--- src/rde_pkg.sv ---
// shared types, constants and digit table for the radix digit emitter
`timescale 1ns / 1ps
package rde_pkg;

    localparam int MAX_DIGITS = 64;
    localparam int ADDR_W     = $clog2(MAX_DIGITS);
    localparam int CNT_W      = $clog2(MAX_DIGITS + 1);

    localparam logic [4:0] RADIX_MIN = 5'd3;
    localparam logic [4:0] RADIX_MAX = 5'd16;

    localparam logic [7:0] CH_MINUS = 8'h2D;

    localparam logic [7:0] DIGIT_CHARS [16] = '{
        8'h30, 8'h31, 8'h32, 8'h33, 8'h34, 8'h35, 8'h36, 8'h37,
        8'h38, 8'h39, 8'h41, 8'h42, 8'h43, 8'h44, 8'h45, 8'h46
    };

    typedef struct packed {
        logic [63:0] value;
        logic [4:0]  radix;
        logic        signed_mode;
    } t_in;

    typedef struct packed {
        logic [7:0] character;
        logic       last;
    } t_out;

    typedef struct packed {
        logic        start;
        logic [63:0] dividend;
        logic [4:0]  divisor;
    } t_div_req;

    typedef struct packed {
        logic        done;
        logic [63:0] quotient;
        logic [3:0]  remainder;
    } t_div_rsp;

    typedef enum logic [2:0] {
        ST_IDLE,
        ST_START,
        ST_WAIT,
        ST_SIGN,
        ST_READ,
        ST_LOAD
    } t_state;

endpackage

--- src/rde_divider.sv ---
// iterative divider: 64-bit dividend by a small base, one byte per cycle
`timescale 1ns / 1ps
module rde_divider (
    input  logic              i_clk,
    input  logic              i_rst_n,
    input  rde_pkg::t_div_req i_req,
    output rde_pkg::t_div_rsp o_rsp
);
    import rde_pkg::*;

    logic        r_busy, n_busy;
    logic        r_done, n_done;
    logic [2:0]  r_idx, n_idx;
    logic [63:0] r_work, n_work;
    logic [3:0]  r_rem, n_rem;
    logic [4:0]  r_div, n_div;

    logic [7:0]  cur_byte;
    logic [7:0]  q_byte;
    logic [3:0]  rem_acc;
    logic [4:0]  trial;
    logic [2:0]  top_idx;

    // highest nonzero byte; zero bytes above it give zero quotient bytes
    always_comb begin
        top_idx = 3'd0;
        for (int k = 0; k < 8; k++) begin
            if (|i_req.dividend[k*8 +: 8]) begin
                top_idx = k[2:0];
            end
        end
    end

    // eight restoring steps on the current byte
    always_comb begin
        cur_byte = r_work[{r_idx, 3'b000} +: 8];
        rem_acc  = r_rem;
        q_byte   = 8'd0;
        trial    = 5'd0;
        for (int b = 7; b >= 0; b--) begin
            trial = {rem_acc, cur_byte[b]};
            if (trial >= r_div) begin
                q_byte[b] = 1'b1;
                rem_acc   = 4'(trial - r_div);
            end else begin
                rem_acc = trial[3:0];
            end
        end
    end

    always_comb begin
        n_busy = r_busy;
        n_done = 1'b0;
        n_idx  = r_idx;
        n_work = r_work;
        n_rem  = r_rem;
        n_div  = r_div;
        if (i_req.start) begin
            n_busy = 1'b1;
            n_idx  = top_idx;
            n_work = i_req.dividend;
            n_rem  = 4'd0;
            n_div  = i_req.divisor;
        end else if (r_busy) begin
            n_work[{r_idx, 3'b000} +: 8] = q_byte;
            n_rem = rem_acc;
            if (r_idx == 3'd0) begin
                n_busy = 1'b0;
                n_done = 1'b1;
            end else begin
                n_idx = r_idx - 3'd1;
            end
        end
    end

    always_ff @(posedge i_clk) begin
        if (!i_rst_n) begin
            r_busy <= 1'b0;
            r_done <= 1'b0;
        end else begin
            r_busy <= n_busy;
            r_done <= n_done;
        end
        r_idx  <= n_idx;
        r_work <= n_work;
        r_rem  <= n_rem;
        r_div  <= n_div;
    end

    assign o_rsp.done      = r_done;
    assign o_rsp.quotient  = r_work;
    assign o_rsp.remainder = r_rem;

endmodule

--- src/rde_digit_buf.sv ---
// digit store, written least significant first and read back in reverse
`timescale 1ns / 1ps
module rde_digit_buf (
    input  logic                       i_clk,
    input  logic                       i_we,
    input  logic [rde_pkg::ADDR_W-1:0] i_waddr,
    input  logic [3:0]                 i_wdata,
    input  logic [rde_pkg::ADDR_W-1:0] i_raddr,
    output logic [3:0]                 o_rdata
);
    import rde_pkg::*;

    logic [3:0] r_mem [MAX_DIGITS];
    logic [3:0] r_rdata;

    always_ff @(posedge i_clk) begin
        if (i_we) begin
            r_mem[i_waddr] <= i_wdata;
        end
        r_rdata <= r_mem[i_raddr];
    end

    assign o_rdata = r_rdata;

endmodule

--- src/radix_digit_emitter.sv ---
// radix digit emitter: 64-bit number to ascii text in base 3 to 16
// sequence: each digit costs one division in the shared divider, over the bytes of
// the remaining magnitude from its highest nonzero byte down (1 to 8 bytes); then
// each character out is read and loaded, after a leading minus sign if negative
// throughput: one item at a time, ready again once the last character is loaded
// reset: synchronous active low, clears the sequencer, divider and output valid
`timescale 1ns / 1ps
module radix_digit_emitter (
    input  logic          i_clk,
    input  logic          i_rst_n,
    input  logic          i_valid,
    output logic          o_ready,
    input  rde_pkg::t_in  i_data,
    output logic          o_valid,
    input  logic          i_ready,
    output rde_pkg::t_out o_data
);
    import rde_pkg::*;

    t_state r_state, n_state;

    logic [63:0]       r_mag;
    logic              r_neg;
    logic [4:0]        r_base;
    logic [CNT_W-1:0]  r_nd;
    logic [ADDR_W-1:0] r_ptr;
    logic              r_ovalid;
    t_out              r_odata;

    t_div_req          div_req;
    t_div_rsp          div_rsp;
    logic [3:0]        rd_digit;

    logic              in_acc;
    logic              out_free;
    logic              finish;
    logic              dig_we;
    logic              ld_sign;
    logic              ld_digit;
    logic [4:0]        base_clamped;

    assign in_acc   = i_valid && o_ready;
    assign out_free = !r_ovalid || i_ready;
    assign finish   = (div_rsp.quotient == 64'd0) ||
                      (r_nd == CNT_W'(MAX_DIGITS - 1));

    always_comb begin
        if (i_data.radix < RADIX_MIN) begin
            base_clamped = RADIX_MIN;
        end else if (i_data.radix > RADIX_MAX) begin
            base_clamped = RADIX_MAX;
        end else begin
            base_clamped = i_data.radix;
        end
    end

    // next state
    always_comb begin
        n_state = r_state;
        unique case (r_state)
            ST_IDLE: begin
                if (i_valid) n_state = ST_START;
            end
            ST_START: n_state = ST_WAIT;
            ST_WAIT: begin
                if (div_rsp.done) begin
                    if (finish) n_state = r_neg ? ST_SIGN : ST_READ;
                    else        n_state = ST_START;
                end
            end
            ST_SIGN: begin
                if (out_free) n_state = ST_READ;
            end
            ST_READ: n_state = ST_LOAD;
            ST_LOAD: begin
                if (out_free) n_state = (r_ptr == '0) ? ST_IDLE : ST_READ;
            end
            default: n_state = ST_IDLE;
        endcase
    end

    // outputs of the sequencer
    always_comb begin
        o_ready          = (r_state == ST_IDLE);
        div_req.start    = (r_state == ST_START);
        div_req.dividend = r_mag;
        div_req.divisor  = r_base;
        dig_we           = (r_state == ST_WAIT) && div_rsp.done;
        ld_sign          = (r_state == ST_SIGN) && out_free;
        ld_digit         = (r_state == ST_LOAD) && out_free;
    end

    rde_divider u_div (
        .i_clk   (i_clk),
        .i_rst_n (i_rst_n),
        .i_req   (div_req),
        .o_rsp   (div_rsp)
    );

    rde_digit_buf u_buf (
        .i_clk   (i_clk),
        .i_we    (dig_we),
        .i_waddr (r_nd[ADDR_W-1:0]),
        .i_wdata (div_rsp.remainder),
        .i_raddr (r_ptr),
        .o_rdata (rd_digit)
    );

    always_ff @(posedge i_clk) begin
        if (!i_rst_n) begin
            r_state  <= ST_IDLE;
            r_ovalid <= 1'b0;
        end else begin
            r_state <= n_state;
            if (ld_sign || ld_digit) begin
                r_ovalid <= 1'b1;
            end else if (i_ready) begin
                r_ovalid <= 1'b0;
            end
        end

        if (in_acc) begin
            // magnitude of a negative signed value, most negative included
            r_neg  <= i_data.signed_mode && i_data.value[63];
            r_mag  <= (i_data.signed_mode && i_data.value[63]) ?
                      (~i_data.value + 64'd1) : i_data.value;
            r_base <= base_clamped;
            r_nd   <= '0;
        end else if (dig_we) begin
            r_mag <= div_rsp.quotient;
            r_nd  <= r_nd + CNT_W'(1);
            r_ptr <= r_nd[ADDR_W-1:0];
        end else if (ld_digit && (r_ptr != '0)) begin
            r_ptr <= r_ptr - ADDR_W'(1);
        end

        if (ld_sign) begin
            r_odata.character <= CH_MINUS;
            r_odata.last      <= 1'b0;
        end else if (ld_digit) begin
            r_odata.character <= DIGIT_CHARS[rd_digit];
            r_odata.last      <= (r_ptr == '0);
        end
    end

    assign o_valid = r_ovalid;
    assign o_data  = r_odata;

endmodule

--- config.mk ---
export PLATFORM = sky130hd
export DESIGN_NAME = radix_digit_emitter
export DESIGN_NICKNAME = d
export VERILOG_FILES = /design/src/rde_pkg.sv /design/src/rde_divider.sv /design/src/rde_digit_buf.sv /design/src/radix_digit_emitter.sv
export SDC_FILE = /design/constraint.sdc
export NUM_CORES = 1
export LEC_CHECK = 0
export CELL_PAD_IN_SITES_DETAIL_PLACEMENT = 1
export CELL_PAD_IN_SITES_GLOBAL_PLACEMENT = 1
export CORE_MARGIN = 10
export CORE_UTILIZATION = 31
export DETAILED_ROUTE_END_ITERATION = 16
export DONT_BUFFER_PORTS = 1
export PLACE_DENSITY = 0.49
export SLEW_MARGIN = 20
export SYNTH_ARGS = -nofsm -noshare
export SYNTH_HDL_FRONTEND = slang
export SYNTH_SLANG_ARGS = --single-unit
--- constraint.sdc ---
create_clock -name i_clk -period 15.4 [get_ports i_clk]
set_clock_uncertainty 0.2 [all_clocks]
set_input_delay 0.77 -clock i_clk [delete_from_list [all_inputs] [get_ports i_clk]]
set_output_delay 0.77 -clock i_clk [all_outputs]
set_load 0.05 [all_outputs]
; Word level (Yosys, flattened, before mapping)
; Memories as Yosys holds them, arrays and structs flattened. A register that Yosys moved wholly into a read port is not among the register bits.
; Cells that the tools add are included.
[word_totals]
register_bits = 166
ramBits = 256
romBits = 128
inputBits = 74
output_inout_bits = 11
elab_cells = 141
memories = 2
[op_classes]
n_addsub = 13
n_lt_le_gt_ge = 10
eq_ne = 11
shift = 3
mux = 51
bitwise_logic = 5
reduce_logical = 31
[mem_list]
columns = memory, depth, word_bits, read_ports, rd_ports_with_merged_regs, write_ports, line
row1 = u_buf.r_mem, 64, 4, 1, 1, 1, rde_digit_buf.sv:13  ; logic [3:0] r_mem [MAX_DIGITS];
row2 = (name not given), 16, 8, 1, 1, 0, radix_digit_emitter.sv:141  ; r_odata.character <= DIGIT_CHARS[rd_digit];
[ops]
columns = op, n
row1 = $mux 64, 5
row2 = $add 64x1->64 const B, 1
row3 = $bwmux 64, 1
row4 = $logic_not 64->1, 1
row5 = $not 64->64, 1
row6 = $shift 8x8->64 const A, 1
row7 = $shiftx 64x7->8, 1
row8 = $shiftx 8x8->64, 1
row9 = $reduce_or 8->1, 7
row10 = $mux 3, 14
row11 = $ge 5x5->1, 8
row12 = $mux 4, 8
row13 = $sub 4x4->4, 8
row14 = $pmux 3 s6, 1
row15 = $mux 1, 17
row16 = $mux 6, 2
row17 = $ne 2x2->1 const B, 4
row18 = $neg 6->8, 1
row19 = $reduce_bool 2->1, 4
row20 = $add 7x1->7 const B, 1
row21 = $eq 7x6->1 const B, 1
row22 = $eq 3x2->1 const B, 2
row23 = $eq 3x3->1 const B, 2
row24 = $logic_and 1x1->1, 6
row25 = 19 further kinds, 26

; Logic depth before layout (Yosys ltp)
; Gate-level depths: netlist of the first run.
[logic_depth]
word_depth = 21
depth_mapped = 63
ltp_nobuf = 58

; By module
; A second synthesis of the first run with hierarchy kept.
[hier_totals]
hier_cells = 1702
hier_area_um2 = 21866.0
[by_module_without_submodules]
columns = mod, n_inst, cells_each, area_each_um2, seq_area_each_um2
row1 = rde_digit_buf, 1, 521, 10407.5, 7767.4
row2 = radix_digit_emitter, 1, 628, 5754.3, 2662.6
row3 = rde_divider, 1, 553, 5704.2, 2282.2

; Worst setup path before layout of the first run
; No wires, ideal clock.
[synth_timing]
path_type = reg2reg
startpoint = register u_div.r_idx[0]
endpoint = register u_div.r_work[56], data pin
setup_time_ps = 256
arrival_ps = 11451
t_required_ps = 14944
path_slack_ps = 3493
stages_incl_launch_ff = 61
path_buffers = 8
period_less_slack_ps = 11907
cell_sequence = edfxtp_1 clkbuf_1 buf_1 mux4_2 mux2i_1 ha_1 nand2b_1 a31oi_1 o21ai_0 clkbuf_1 a21oi_1 ha_1 a21oi_1 o21ai_0 nand3_1 and2_1 clkbuf_1 nor2_1 [... 25 more ...] a21o_1 a31oi_1 o21a_1 mux2_2 inv_1 ha_1 a21o_1 a31oi_1 o21ai_0 clkbuf_1 mux2i_1 ha_1 nand2_1 o21ai_0 nand3_1 nand2_1 clkbuf_1 a22o_1
[synth_via]
elab_chain_len = 21
elab_cells_between_ends = 37
cone_classes = add/sub (8) / order compare (8) / shift (3) / mux (18)
[synth_rtl]
columns = item, line
row1 = from (decl), rde_divider.sv:13  ; logic [2:0] r_idx, n_idx;
row2 = from (signal assigned), rde_divider.sv:84  ; r_idx <= n_idx;
row3 = $shiftx 64x7->8, rde_divider.sv:36  ; cur_byte = r_work[{r_idx, 3'b000} +: 8];
row4 = $sub 4x4->4 or $ge 5x5->1 (tied branches), "rde_divider.sv:44, rde_divider.sv:42"
row5 = $mux 4, rde_divider.sv:42  ; if (trial >= r_div) begin
row6 = $sub 4x4->4 or $ge 5x5->1 (tied branches), "rde_divider.sv:44, rde_divider.sv:42"
row7 = $mux 4, rde_divider.sv:42
row8 = $sub 4x4->4 or $ge 5x5->1 (tied branches), "rde_divider.sv:44, rde_divider.sv:42"
row9 = $mux 4, rde_divider.sv:42
row10 = $sub 4x4->4 or $ge 5x5->1 (tied branches), "rde_divider.sv:44, rde_divider.sv:42"
row11 = [... 6 more ...], -
row12 = $mux 4, rde_divider.sv:42
row13 = $ge 5x5->1, rde_divider.sv:42
row14 = $mux 1, rde_divider.sv:42
row15 = $shiftx 8x8->64, rde_divider.sv:65  ; n_work[{r_idx, 3'b000} +: 8] = q_byte;
row16 = $bwmux 64 *, rde_divider.sv:65
row17 = $mux 64 *, rde_divider.sv:64  ; end else if (r_busy) begin
row18 = $mux 64 *, rde_divider.sv:58  ; if (i_req.start) begin
row19 = via u_div.n_work[56], rde_divider.sv:14  ; logic [63:0] r_work, n_work;
row20 = to (signal assigned), rde_divider.sv:85  ; r_work <= n_work;
row21 = to (decl), rde_divider.sv:14
; The timed path passes the listed nets; every way through them passes the cells marked *. The select of a mux whose other input is x is not followed.
; A chain may end at the register's enable or synchronous reset.

; Final worst setup path of the first run
[layout_timing]
startpoint = register u_div.r_idx[0]
endpoint = register u_div.r_rem[3]
[layout_via]
elab_chain_len = 17
elab_cells_between_ends = 25
cone_classes = add/sub (8) / order compare (8) / shift (1) / mux (8)
[layout_rtl]
columns = item, line
row1 = $shiftx 64x7->8 *, rde_divider.sv:36
row2 = $sub 4x4->4 or $ge 5x5->1 (tied branches), "rde_divider.sv:44, rde_divider.sv:42"
row3 = $mux 4, rde_divider.sv:42
row4 = $sub 4x4->4 or $ge 5x5->1 (tied branches), "rde_divider.sv:44, rde_divider.sv:42"
row5 = $mux 4, rde_divider.sv:42
row6 = $sub 4x4->4 or $ge 5x5->1 (tied branches), "rde_divider.sv:44, rde_divider.sv:42"
row7 = $mux 4, rde_divider.sv:42
row8 = $sub 4x4->4 or $ge 5x5->1 (tied branches), "rde_divider.sv:44, rde_divider.sv:42"
row9 = $mux 4, rde_divider.sv:42
row10 = $ge 5x5->1 or $sub 4x4->4 (tied branches), "rde_divider.sv:42, rde_divider.sv:44"
row11 = $mux 4, rde_divider.sv:42
row12 = $sub 4x4->4 or $ge 5x5->1 (tied branches), "rde_divider.sv:44, rde_divider.sv:42"
row13 = $mux 4, rde_divider.sv:42
row14 = $sub 4x4->4 or $ge 5x5->1 (tied branches), "rde_divider.sv:44, rde_divider.sv:42"
row15 = $mux 4, rde_divider.sv:42
row16 = $sub 4x4->4 or $ge 5x5->1 (tied branches), "rde_divider.sv:44, rde_divider.sv:42"
row17 = $mux 4 *, rde_divider.sv:42
row18 = to (signal assigned), rde_divider.sv:86  ; r_rem <= n_rem;
row19 = to (decl), rde_divider.sv:15  ; logic [3:0] r_rem, n_rem;
; Every way passes the cells marked *; elsewhere a longest branch is shown, timed or not.

==> flow_results.org, run 1 <==
** Flow run
- MaxCap Viol Count :: 0

** Global route
- Via count of the first global-routing pass :: 14,800
- The first global-routing pass estimated 96,200 um of wire.
- For this run, the total global-route usage over all layers was measured as 0.159.
- Remaining global-route overflow :: 0
- Initial antenna violation count :: 0
- Largest net degree at the start of global routing :: 98

** Clock network
- Cts-stage hold buffer count :: 0
- The tree built by TritonCTS fans out to 433 sinks.
- Count of cells resized by post-cts repair :: 0
- Clock latency on the worst-skew pair, taken at its later pin, is approximately 620 ps.
- Number of buffers on the longest clock path :: 3
- In this run, CTS created clock tree buffers numbering between 50 and 60.
- The tree is rooted in a clkbuf_16.
- The H-tree was split into 2 levels.
- Clk pin slew, worst setup/hold paths :: around 70 ps
- Post-CTS Setup Bufs :: 0
- TritonCTS built the clock tree.

** Synth
- Distinct cells, synth :: 60
- Yosys top cell by area :: edfxtp_1
- After synthesis, the share of flip-flops with an asynchronous set or reset is 0.
- Synth Warn # :: 0
- Among all cell types in the netlist, the one instantiated most often is edfxtp_1.
- Top cell type's share of synthesized area :: 0.568
- Seq cells post-synth :: 433
- The commonest cells after synthesis are edfxtp_1 (404), nand2_1 (182), nor2_1 (150), o21ai_0 (114), mux4_2 (84).
- By area the synthesized netlist is led by edfxtp_1 (57%), mux4_2 (8.9%), nand2_1 (3.2%).
- Synthesis produced approximately 1,700 cells.
- Per-instance average area after synthesis :: 12.9 um2
- Synth Cell Area :: 21,400 um2
- The share of the Yosys chip area taken by registers is 0.595.
- When the netlist entered floorplanning its net count stood at ~1,800.
- Primary flip-flop cell chosen by synthesis mapping :: edfxtp_1
- The synthesized design contains 404 enable-type register cells.

** Setup path
- In this run the worst path has a maximum fanout of 13.
- Worst EP arrival :: between 10,000 and 15,000 ps
- Data required time of the worst path :: approximately 16,000 ps
- The worst setup path is launched from a register.
- Start-to-end type of the worst setup path :: register to register
- STA classifies the critical path endpoint as a register.
- Cell with the largest stage delay on the worst path :: edfxtp_1
- Worst path top cell family by delay :: compound AO/OA/AOI/OAI gates
- The worst register-to-register path has a setup slack of 2280 ps.
- The cell that appears most often on the critical path is ha_1.
- The largest single stage delay on the critical path is 690 ps.
- The critical path contains buffers and inverters numbering 8 combined.

** Floorplanning
- The floorplan step defined a die boundary enclosing 79,800 um2.
- The initial utilization of the core area, before any placement, comes to 0.312.
- Y dimension of the die :: 283 um
- The floorplan has between 90 and 100 rows.
- Number of placed I/O pins :: 85
- The floorplan step defined a core boundary enclosing 68,500 um2.
- The die is 283 um wide.

** STA
- Final max-slew violation count :: 0
- For this run, the top clock speed supported by timing is 76.2 MHz.
- Setup repair after global routing left no endpoint under its margin.
- At the pin with the least slew margin, the transition time is 1100 ps.
- After layout, the minimum clock period comes to 13,120 ps.
- The count of final hold-check violations is 0.
- Fraction of the cycle the final worst path needs :: 0.852
- Final sum of negative setup slack :: 0 ps
- Worst slew margin :: 0.262
- Setup violators final :: 0

** Place
- Estimated wirelength of the detail-placed design :: 44,000 um
- Buffers on Ports :: 0
- Gpl congestion :: about 0.84

** Finish
- After the last flow step, the layout net total stands at 1,771.
- The repair_antennas step left the layout with diodes totalling 0.
- Of the cells placed in the final design, the portion with a size suffix greater than 1 is 0.124.
- Relative to the synthesized area, the layout overhead comes to 12.3%.

** Drt
- Iter 0 DRT Violations :: 1,015
- After detailed routing, the average wire length per cell comes to 24.8 um.
- Total detailed-routing wirelength :: 63,500 um
- In the routed design, unresolved DRC markers number 0.
- Summing over every cut layer, the via total after detailed routing is 13,600.
- Avg Vias per Cell :: 5.30
- For this run, the detailed router's first-pass iteration total came to 5.
- In this run the remaining antenna-violating nets after routing total 0.

** Outcome
- Outcome :: complete, no violations

** Min path
- In this run the worst hold path is classified as input port to register.
==> path summary, 6_finish.rpt <==
kind                                                from                     endpoint  cells past startpoint
worst min-delay path                           i_data[5]      r_base[4]$_SDFFCE_PP0P_                      0
worst min register to register   r_base[1]$_SDFFCE_PP1P_     u_div.r_div[1]$_DFFE_PP_                      0
worst max-delay path            u_div.r_idx[0]$_DFFE_PP_  u_div.r_rem[3]$_SDFFE_PP0P_                     56
worst max register to register  u_div.r_idx[0]$_DFFE_PP_  u_div.r_rem[3]$_SDFFE_PP0P_                     56
==> metal layers <==
metal	track usage	part of all wire	vias to the layer above
li1	-	-	6284
met1	0.200	0.43	6946
met2	0.280	0.51	247
met3	0.0243	0.038	84
met4	0.0471	0.025	0
met5	0	0	-
==> layout make-up <==
class | count | area [um2]
Multi-Input combinational cell | 1089 | 8170
Inverter | 41 | 154
Timing Repair Buffer | 22 | 165
Fill cell | 7228 | 44500
Tap cell | 882 | 1100
Clock buffer | 67 | 1410
Clock inverter | 27 | 274
Sequential cell | 433 | 12700
==> placed cells by master (no fill, tap or decap), drive strengths merged, types with 8 or more instances in the layout <==
| master | netlist | routed |
|---|---|---|
| edfxtp | 404 | 404 |
| nand2 | 182 | 182 |
| nor2 | 150 | 150 |
| o21ai | 123 | 123 |
| mux4 | 84 | 84 |
| clkbuf | 70 | 67 |
| a21oi | 60 | 60 |
| ha | 51 | 51 |
| a22o | 48 | 48 |
| xor2 | 43 | 43 |
| inv | 41 | 42 |
| xnor2 | 40 | 40 |
| nor4 | 38 | 38 |
| mux2i | 32 | 32 |
| dfxtp | 29 | 29 |
| nand3 | 27 | 27 |
| nor3 | 24 | 24 |
| buf | 20 | 22 |
| clkinv | 0 | 21 |
| a31oi | 19 | 19 |
| nor2b | 17 | 17 |
| or4 | 15 | 15 |
| a21o | 14 | 14 |
| or3 | 14 | 14 |
| o31ai | 14 | 14 |
| fa | 8 | 8 |
==> through the flow <==
step / std cells / util / worst slack, ps / hold WS, ps / cell area [um2]
5_1_grt: 2561 / 0.350 / 1020 / 38.3 / 24000
2_1_floorplan: 1653 / - / 3490 / 200 / 21400
3_3_place_gp: 2467 / 0.326 / 2440 / 209 / 22300
4_1_cts: 2561 / 0.350 / 2010 / 22.8 / 24000
6_report: 2561 / 0.350 / 2280 / 67.5 / 24000
3_5_place_dp: 2467 / 0.326 / 2000 / 206 / 22300
==> sequential cells by signal (all words and copies together), names as in the netlist <==
name,cells
u_buf.r_mem,256
u_div.r_busy,1
u_div.r_idx,3
u_div.r_work,64
r_neg,1
r_state,3
o_data,8
r_mag,64
u_div.r_div,5
r_base,5
r_ptr,6
o_valid,1
u_div.r_done,1
r_nd,7
u_buf.o_rdata,4
u_div.r_rem,4
==> cell families after synthesis <==
logic type / synth area share
mux: 0.106
other cells: 0.000175
compound gates: 0.0949
fa+ha+maj: 0.0374
simple gates: 0.109
flops: 0.595
xor+xnor: 0.0340
buf+inv: 0.0239
Power of run 1 is not shown: default switching activity piles up to over one toggle a cycle in this logic, so the estimate is an artifact.
==> inputs of run 2 (changes only) <==
--- a/config.mk
+++ b/config.mk
@@ -5,13 +5,14 @@
 export SDC_FILE = /design/constraint.sdc
 export NUM_CORES = 1
 export LEC_CHECK = 0
+export ABC_AREA = 1
 export CELL_PAD_IN_SITES_DETAIL_PLACEMENT = 1
 export CELL_PAD_IN_SITES_GLOBAL_PLACEMENT = 1
 export CORE_MARGIN = 10
 export CORE_UTILIZATION = 31
 export DETAILED_ROUTE_END_ITERATION = 16
 export DONT_BUFFER_PORTS = 1
-export PLACE_DENSITY = 0.49
+export PLACE_DENSITY = 0.52
 export SLEW_MARGIN = 20
 export SYNTH_ARGS = -nofsm -noshare
 export SYNTH_HDL_FRONTEND = slang
==> flow_results.org, run 2 <==
** Synth
- The synthesized design contains 404 enable-type register cells.
- Top cell type's share of synthesized area :: 0.518
- Distinct cells, synth :: 59
- Seq cells post-synth :: around 430
- Yosys printed 0 warnings.
- Of the total synthesized cell area, the portion taken by full adders, half adders and majority gates is 0.0341.
- Primary flip-flop cell chosen by synthesis mapping :: edfxtp_1
- Largest family of logic cells by synthesized area :: simple AND/OR/NAND/NOR gates
- Multiplexer share of the synthesized area :: 0.000855
- Net count of the mapped netlist :: about 2,800
- Post-Syn Instances :: 2,641
- Synth Cell Area :: 23,400 um2
- Main area contributors after synthesis :: edfxtp_1 (52%), nand2_1 (9.4%), nor2_1 (6.6%)
- Sequential-to-total area share from yosys stat :: 0.543
- Ranked by instance count, the synthesized netlist is headed by nand2_1 (587), nor2_1 (409), edfxtp_1 (404), o21ai_0 (253), inv_1 (189).
- The average instance in the mapped netlist occupies 8.86 um2.
- Of the total synthesized cell area, the portion taken by XOR and XNOR cells is 0.0138.
- Async set-reset flop share out of synthesis :: 0
- Most common cell in the netlist :: nand2_1
- Post-synthesis share of cell area spent on and, or, nand and nor gates :: 0.239
- Yosys top cell by area :: edfxtp_1
- Compound-cell area share of the yosys netlist :: 0.112

** Clock network
- TritonCTS built the clock tree.
- Number of sinks on the clock net :: 433
- Cts-stage hold buffer count :: 0
- Clk pin slew, worst setup/hold paths :: 60 ps
- Clock buffer count from CTS :: 50
- Count of cells resized by post-cts repair :: 0
- Clock latency at the later pin of the worst-skew pair :: 610 ps
- Clk root buf :: clkbuf_16
- H-tree lvl count :: 2
- In this run the post-CTS setup repair buffer count came out at 0.
- Counting along the longest clock path gives a buffer depth of 3.

** Drt
- Once detail routing completed, the nets flagged for antenna violations numbered 0.
- Number of iterations in the first detailed-routing pass :: 6
- After detailed routing, the total wire length is 83,300 um.
- In the routed design, unresolved DRC markers number 0.
- Iter 0 DRT Violations :: around 1,200
- In the final routed layout, each cell accounts on average for ~23 um.
- Total vias in the final route :: 18,600
- Avg Vias per Cell :: 5.14

** Place
- At the end of routability-driven placement, the weighted congestion stood at 0.863.
- Buffers on Ports :: 0
- Estimated wirelength of the detail-placed design :: 59,900 um
- Post-placement setup slack :: 2290 ps
- Once placement completed, the tool counted placed cells totaling between 3,000 and 4,000.

** Floorplanning
- Die width :: 295 um
- The floorplan step defined a die boundary enclosing 86,900 um2.
- 85 I/O pins were placed.
- Area of the placeable core :: 74,700 um2
- In this run the core area contains 100 standard-cell rows.
- Effective utilization at floorplan :: 0.313
- The die is 295 um tall.

** Finish
- Counting flops per register, the top entry is u_buf.r_mem.
- After filler insertion, the fill cell instance count of the layout stands at 8,671.
- Final core utilization :: 0.346
- Fraction of final layout cells sized beyond drive strength 1 :: 0.0643
- The largest registers in the layout are u_buf.r_mem: 256 flops, r_mag: 64 flops, u_div.r_work: 64 flops.
- Compared with the post-synthesis result, the final layout area differs by 10.4%.
- Inserted Diodes :: 0
- The register with the most flip-flops in the layout has approximately 260 of them.
- Post-Layout Cell Count :: between 3,000 and 4,000
- For this run, the post-layout net count is 2,735.
- Highest-count cells in the layout ignoring fill and taps :: nand2_1 (586), nor2_1 (409), edfxtp_1 (404)
- Leaving out fill and tap cells, the most frequent cell in the layout is nand2_1.

** Setup path
- Max incr delay on CP :: about 520 ps
- Of all nets on the critical path, the largest fanout is 56.
- The number of cells on the worst reg-to-reg path is between 60 and 70.
- The most critical setup path has its startpoint at u_div.r_idx[0]$_DFFE_PP_.
- The worst register-to-register path begins at u_div.r_idx[0]$_DFFE_PP_.
- The worst setup path is launched from a register.
- Data on the critical path is required at its endpoint by 15,510 ps.
- Counting buffers and inverters, the worst setup path is 69 cells deep.
- Data on the critical path arrives at its endpoint at approximately 13,000 ps.
- Worst path top cell family by delay :: simple AND/OR/NAND/NOR gates
- The worst setup path is of the register to register kind.
- The most numerous cell type found on the critical path is nand2_1.
- Cell with the largest stage delay on the worst path :: buf_4
- Together, buffers and inverters on the worst path number 10.
- Category of the worst setup path capture point :: register

** STA
- Fmax :: 75.7 MHz
- Worst slew pin tran :: 1000 ps
- Unrepaired setup endpoints after global routing :: false
- Final max-slew violation count :: 0
- Fraction of the cycle the final worst path needs :: 0.857
- Setup violations remaining at the end of the flow were counted as 0.
- Final Critical Period :: 13,200 ps
- Headroom to the max-slew limit came out at 0.328.
- Once routing completed, OpenROAD measured the worst setup slack at 2200 ps.
- Final number of hold-violating endpoints :: 0
- Final sum of negative setup slack :: 0 ps

** Min path
- The worst hold path begins at i_data[5].
- Worst Hold Class :: input port to register
- Hold path cells :: 0

** Global route
- Global routing finished with a remaining overflow of 0.
- Largest net degree at the start of global routing :: 74
- Met2 Usage GRT :: 0.337
- Across every metal layer, demand over resource in global routing totals 0.189.
- Initial antenna violation count :: 0
- For this run, global-route usage on met3 was measured as 0.0218.
- met2 is the most crowded layer.
- Met1 GRT Util :: 0.237
- Global-route wire length before repair :: 125,000 um
- Via count of the first global-routing pass :: slightly below 20,000

** Outcome
- Outcome :: complete, no violations

** Flow run
- MaxCap Viol Count :: 0
## run 2: changes by cell type in the layout (fill, tap and decap cells not counted), moves of 41 or more
cell	delta
a22o_1	-48
o21ai_0	+141
nand4_1	+41
nor2_1	+259
inv_1	+148
nand3_1	+154
nand2_1	+406
o22ai_1	+74
mux4_2	-84
## run 2: kinds of logic after synthesis
| logic type | Yosys count |
|---|---|
| AO/OA/AOI/OAI | 474 |
| XOR/XNOR | 37 |
| adder cells (fa/ha/maj) | 59 |
| buffers and inverters | 322 |
| flip-flops | 433 |
| multiplexers | 2 |
| other | 1 |
| AND/OR/NAND/NOR | 1313 |
## run 2: layout make-up
class                   instances  area, um2  share of cell area
clock inverters                14        119             0.00460
inverters                     212        800              0.0309
flip-flops and latches        433      12700               0.492
repair buffers                 19        143             0.00552
well taps                     969       1210              0.0469
clock buffers                  80       1470              0.0568
multi-input cells            1886       9370               0.363
## run 2: through the flow
| step | instance area [um2] | hold slack, ps |
|---|---|---|
| final | 25800 | 49.0 |
| after global routing | 25800 | 16.5 |
| after CTS | 25800 | 12.6 |
| after detailed placement | 24200 | 208 |
| after global placement | 24200 | 210 |
| after floorplan | 23400 | 200 |
## run 2: layer usage
| metal | wire length (um) | share of wire | vias to the layer above |
|---|---|---|---|
| met3 | 2540 | 0.030 | 109 |
| met5 | 0 | 0 | - |
| met1 | 36600 | 0.44 | 9196 |
| met2 | 41900 | 0.50 | 282 |
| met4 | 2260 | 0.027 | 0 |
| li1 | - | - | 8992 |
## run 2: worst paths after layout
kind              slack, ps                          to
setup / recovery       2200  u_div.r_work[56]$_DFFE_PP_
hold / removal           50     r_base[4]$_SDFFCE_PP0P_
setup reg to reg       2200  u_div.r_work[56]$_DFFE_PP_
hold reg to reg         210    u_div.r_div[0]$_DFFE_PP_
Power of run 2 is left out for the same reason.
==> inputs of run 3 (changes only) <==
--- a/config.mk
+++ b/config.mk
@@ -9,10 +9,10 @@
 export CELL_PAD_IN_SITES_DETAIL_PLACEMENT = 1
 export CELL_PAD_IN_SITES_GLOBAL_PLACEMENT = 1
 export CORE_MARGIN = 10
-export CORE_UTILIZATION = 31
+export CORE_UTILIZATION = 50
 export DETAILED_ROUTE_END_ITERATION = 16
 export DONT_BUFFER_PORTS = 1
-export PLACE_DENSITY = 0.52
+export PLACE_DENSITY = 0.79
 export SLEW_MARGIN = 20
 export SYNTH_ARGS = -nofsm -noshare
 export SYNTH_HDL_FRONTEND = slang
==> flow_results.org, run 3 (synthesized netlist as in run 2, its figures left out) <==
** Setup path
- Data on the critical path is required at its endpoint by 15,490 ps.
- STA classifies the critical path endpoint as a register.
- For the worst setup path, the data arrival time is between 10,000 and 15,000 ps.
- Cell with the largest stage delay on the worst path :: buf_4
- CP startpoint kind :: register
- Cell occurring most often along the worst timing path :: nand2_1
- In this run the worst path has a maximum fanout of 56.
- In this design, the stage delay of the slowest critical-path cell is 500 ps.
- The setup path with the least slack is of type register to register.

** Drt
- Number of iterations in the first detailed-routing pass :: 6
- For this block, the routed nets add up to around 79,000 um of wire.
- After the first detailed-routing iteration, the DRC count stood at 1,804.
- The final route contains 19,600 vias.
- DRC :: 0
- Antenna-violating nets left :: 0
- Dividing the detail-routed wire length by the instance count gives 24.4 um.
- Avg Vias per Cell :: 6.05

** STA
- At the pin with the least slew margin, the transition time is 882 ps.
- In the final timing run, aggregate negative setup slack is 0 ps.
- Worst slew margin :: 0.412
- Unrepaired setup endpoints after global routing :: false
- Setup violators final :: 0
- Timing would allow up to 75.7 MHz.
- Final number of hold-violating endpoints :: 0
- Fraction of the cycle the final worst path needs :: 0.858
- Final max-slew violation count :: 0
- Final Critical Period :: 13,220 ps

** Finish
- Counting the fill cells in the layout gives between 5,000 and 6,000.
- In the final layout, the share of cells above drive strength 1 is 0.0675.
- Highest-count cells in the layout ignoring fill and taps :: nand2_1 (586), nor2_1 (409), edfxtp_1 (404)
- 0 antenna diodes ended up in the layout.
- After the last flow step, the layout net total stands at 2,734.
- Across the whole layout, storage elements account for 12,700 um2.
- Layout area overhead :: 8.70%
- Summing all multi-input logic gate instances after layout gives 9360 um2.
- Register bank with the most flops :: u_buf.r_mem
- The largest registers in the layout are u_buf.r_mem: 256 flops, r_mag: 64 flops, u_div.r_work: 64 flops.
- The register with the most flip-flops in the layout has 256 of them.
- The finished layout holds 3,245 standard cells, fillers aside.
- The library cell used most frequently in the layout, excluding fill and tap cells, is nand2_1.

** Clock network
- Post-CTS Setup Bufs :: 0
- After clock tree synthesis, the flow added hold-fix buffers numbering 0.
- TritonCTS created 46 clock buffers.
- Clk root buf :: clkbuf_16
- Count of cells resized by post-cts repair :: 0
- H-tree lvl count :: 2
- In this run the deepest clock path goes through 3 buffers.
- Number of sinks on the clock net :: 433
- Clk pin slew, worst setup/hold paths :: 70 ps
- Clock latency at the later pin of the worst-skew pair :: between 500 and 600 ps
- CTS tree :: built

** Floorplanning
- Die width :: 236 um
- For this configuration, the core starts out at a cell density of 0.504.
- The die is roughly 240 um tall.
- The initialized floorplan defines 79 standard-cell rows.
- The die covers 55,900 um2.
- The floorplan step defined a core boundary enclosing 46,500 um2.
- During I/O placement, the number of pins put on the boundary was 85.

** Flow run
- MaxCap Viol Count :: 0

** Global route
- The initial antenna violation count was 0.
- Largest net degree at the start of global routing :: 89
- Via count of the first global-routing pass :: 20,500
- Global-route wire length before repair :: between 100,000 and 150,000 um
- Across every metal layer, demand over resource in global routing totals 0.276.
- The total overflow left after global routing is 0.

** Outcome
- Outcome :: complete, no violations

** Place
- Gpl congestion :: 0.953
- Placed insts :: roughly 3,200
- Buffers placed on the I/O ports in this run total 0.
- Detailed placement finished with a half-perimeter wire length of 56,100 um.

** Min path
- The tightest min-delay check is of the input port to register type.
-- run 3: cell count changes in the layout (fill, tap and decap cells not counted), moves of 2 or more --
cell | previous run | this run
buf_4 | 19 | 22
o31ai_1 | 1 | 3
dfxtp_4 | 2 | 0
clkinv_16 | 2 | 0
bufinv_16 | 0 | 9
clkinvlp_4 | 0 | 5
clkbuf_8 | 6 | 4
dfxtp_2 | 2 | 4
clkbuf_1 | 22 | 7
o31ai_2 | 2 | 0
clkbuf_16 | 52 | 46
-- run 3: routing by layer --
layer  track usage  routed length (um)
met2         0.493               40400
met4         0.126                3890
met1         0.326               30700
met5             0                   0
met3        0.0314                4210
-- run 3: worst max-delay path, delay by kind of cell, from the launching register on --
kind	cells	cell delay [ps]
AO/OA/AOI/OAI	13	2170
buffers and inverters	9	1740
adder cells (fa/ha/maj)	9	2840
XOR/XNOR	1	150
flip-flops	1	330
AND/OR/NAND/NOR	38	5440
-- run 3: stage by stage --
| step | cell area [um2] | setup slack (ps) | util | hold WS, ps |
|---|---|---|---|---|
| 5_1_grt | 25400 | 1300 | 0.548 | 67.2 |
| 3_5_place_dp | 23800 | 2590 | 0.512 | 207 |
| 2_1_floorplan | 23400 | 4760 | - | 200 |
| 4_1_cts | 25400 | 2530 | 0.548 | 59.5 |
| 6_report | 25400 | 2180 | 0.548 | 83.0 |
| 3_3_place_gp | 23800 | 3470 | 0.512 | 201 |
-- run 3: layout make-up --
| class | count | area share |
|---|---|---|
| clock buffers | 57 | 0.0484 |
| repair buffers | 22 | 0.00649 |
| flip-flops and latches | 433 | 0.500 |
| inverters | 212 | 0.0314 |
| multi-input cells | 1886 | 0.368 |
| clock inverters | 28 | 0.0159 |
| well taps | 607 | 0.0299 |
-- run 3: final timing paths --
check,start,to,slack (ps),cells after the start
worst max-delay path,u_div.r_idx[0]$_DFFE_PP_,u_div.r_work[24]$_DFFE_PP_,2180,70
worst min-delay path,i_data[5],r_base[4]$_SDFFCE_PP0P_,80,0
worst max register to register,u_div.r_idx[0]$_DFFE_PP_,u_div.r_work[24]$_DFFE_PP_,2180,70
worst min register to register,r_base[2]$_SDFFCE_PP0P_,u_div.r_div[2]$_DFFE_PP_,230,0
Power of run 3 is left out for the same reason.
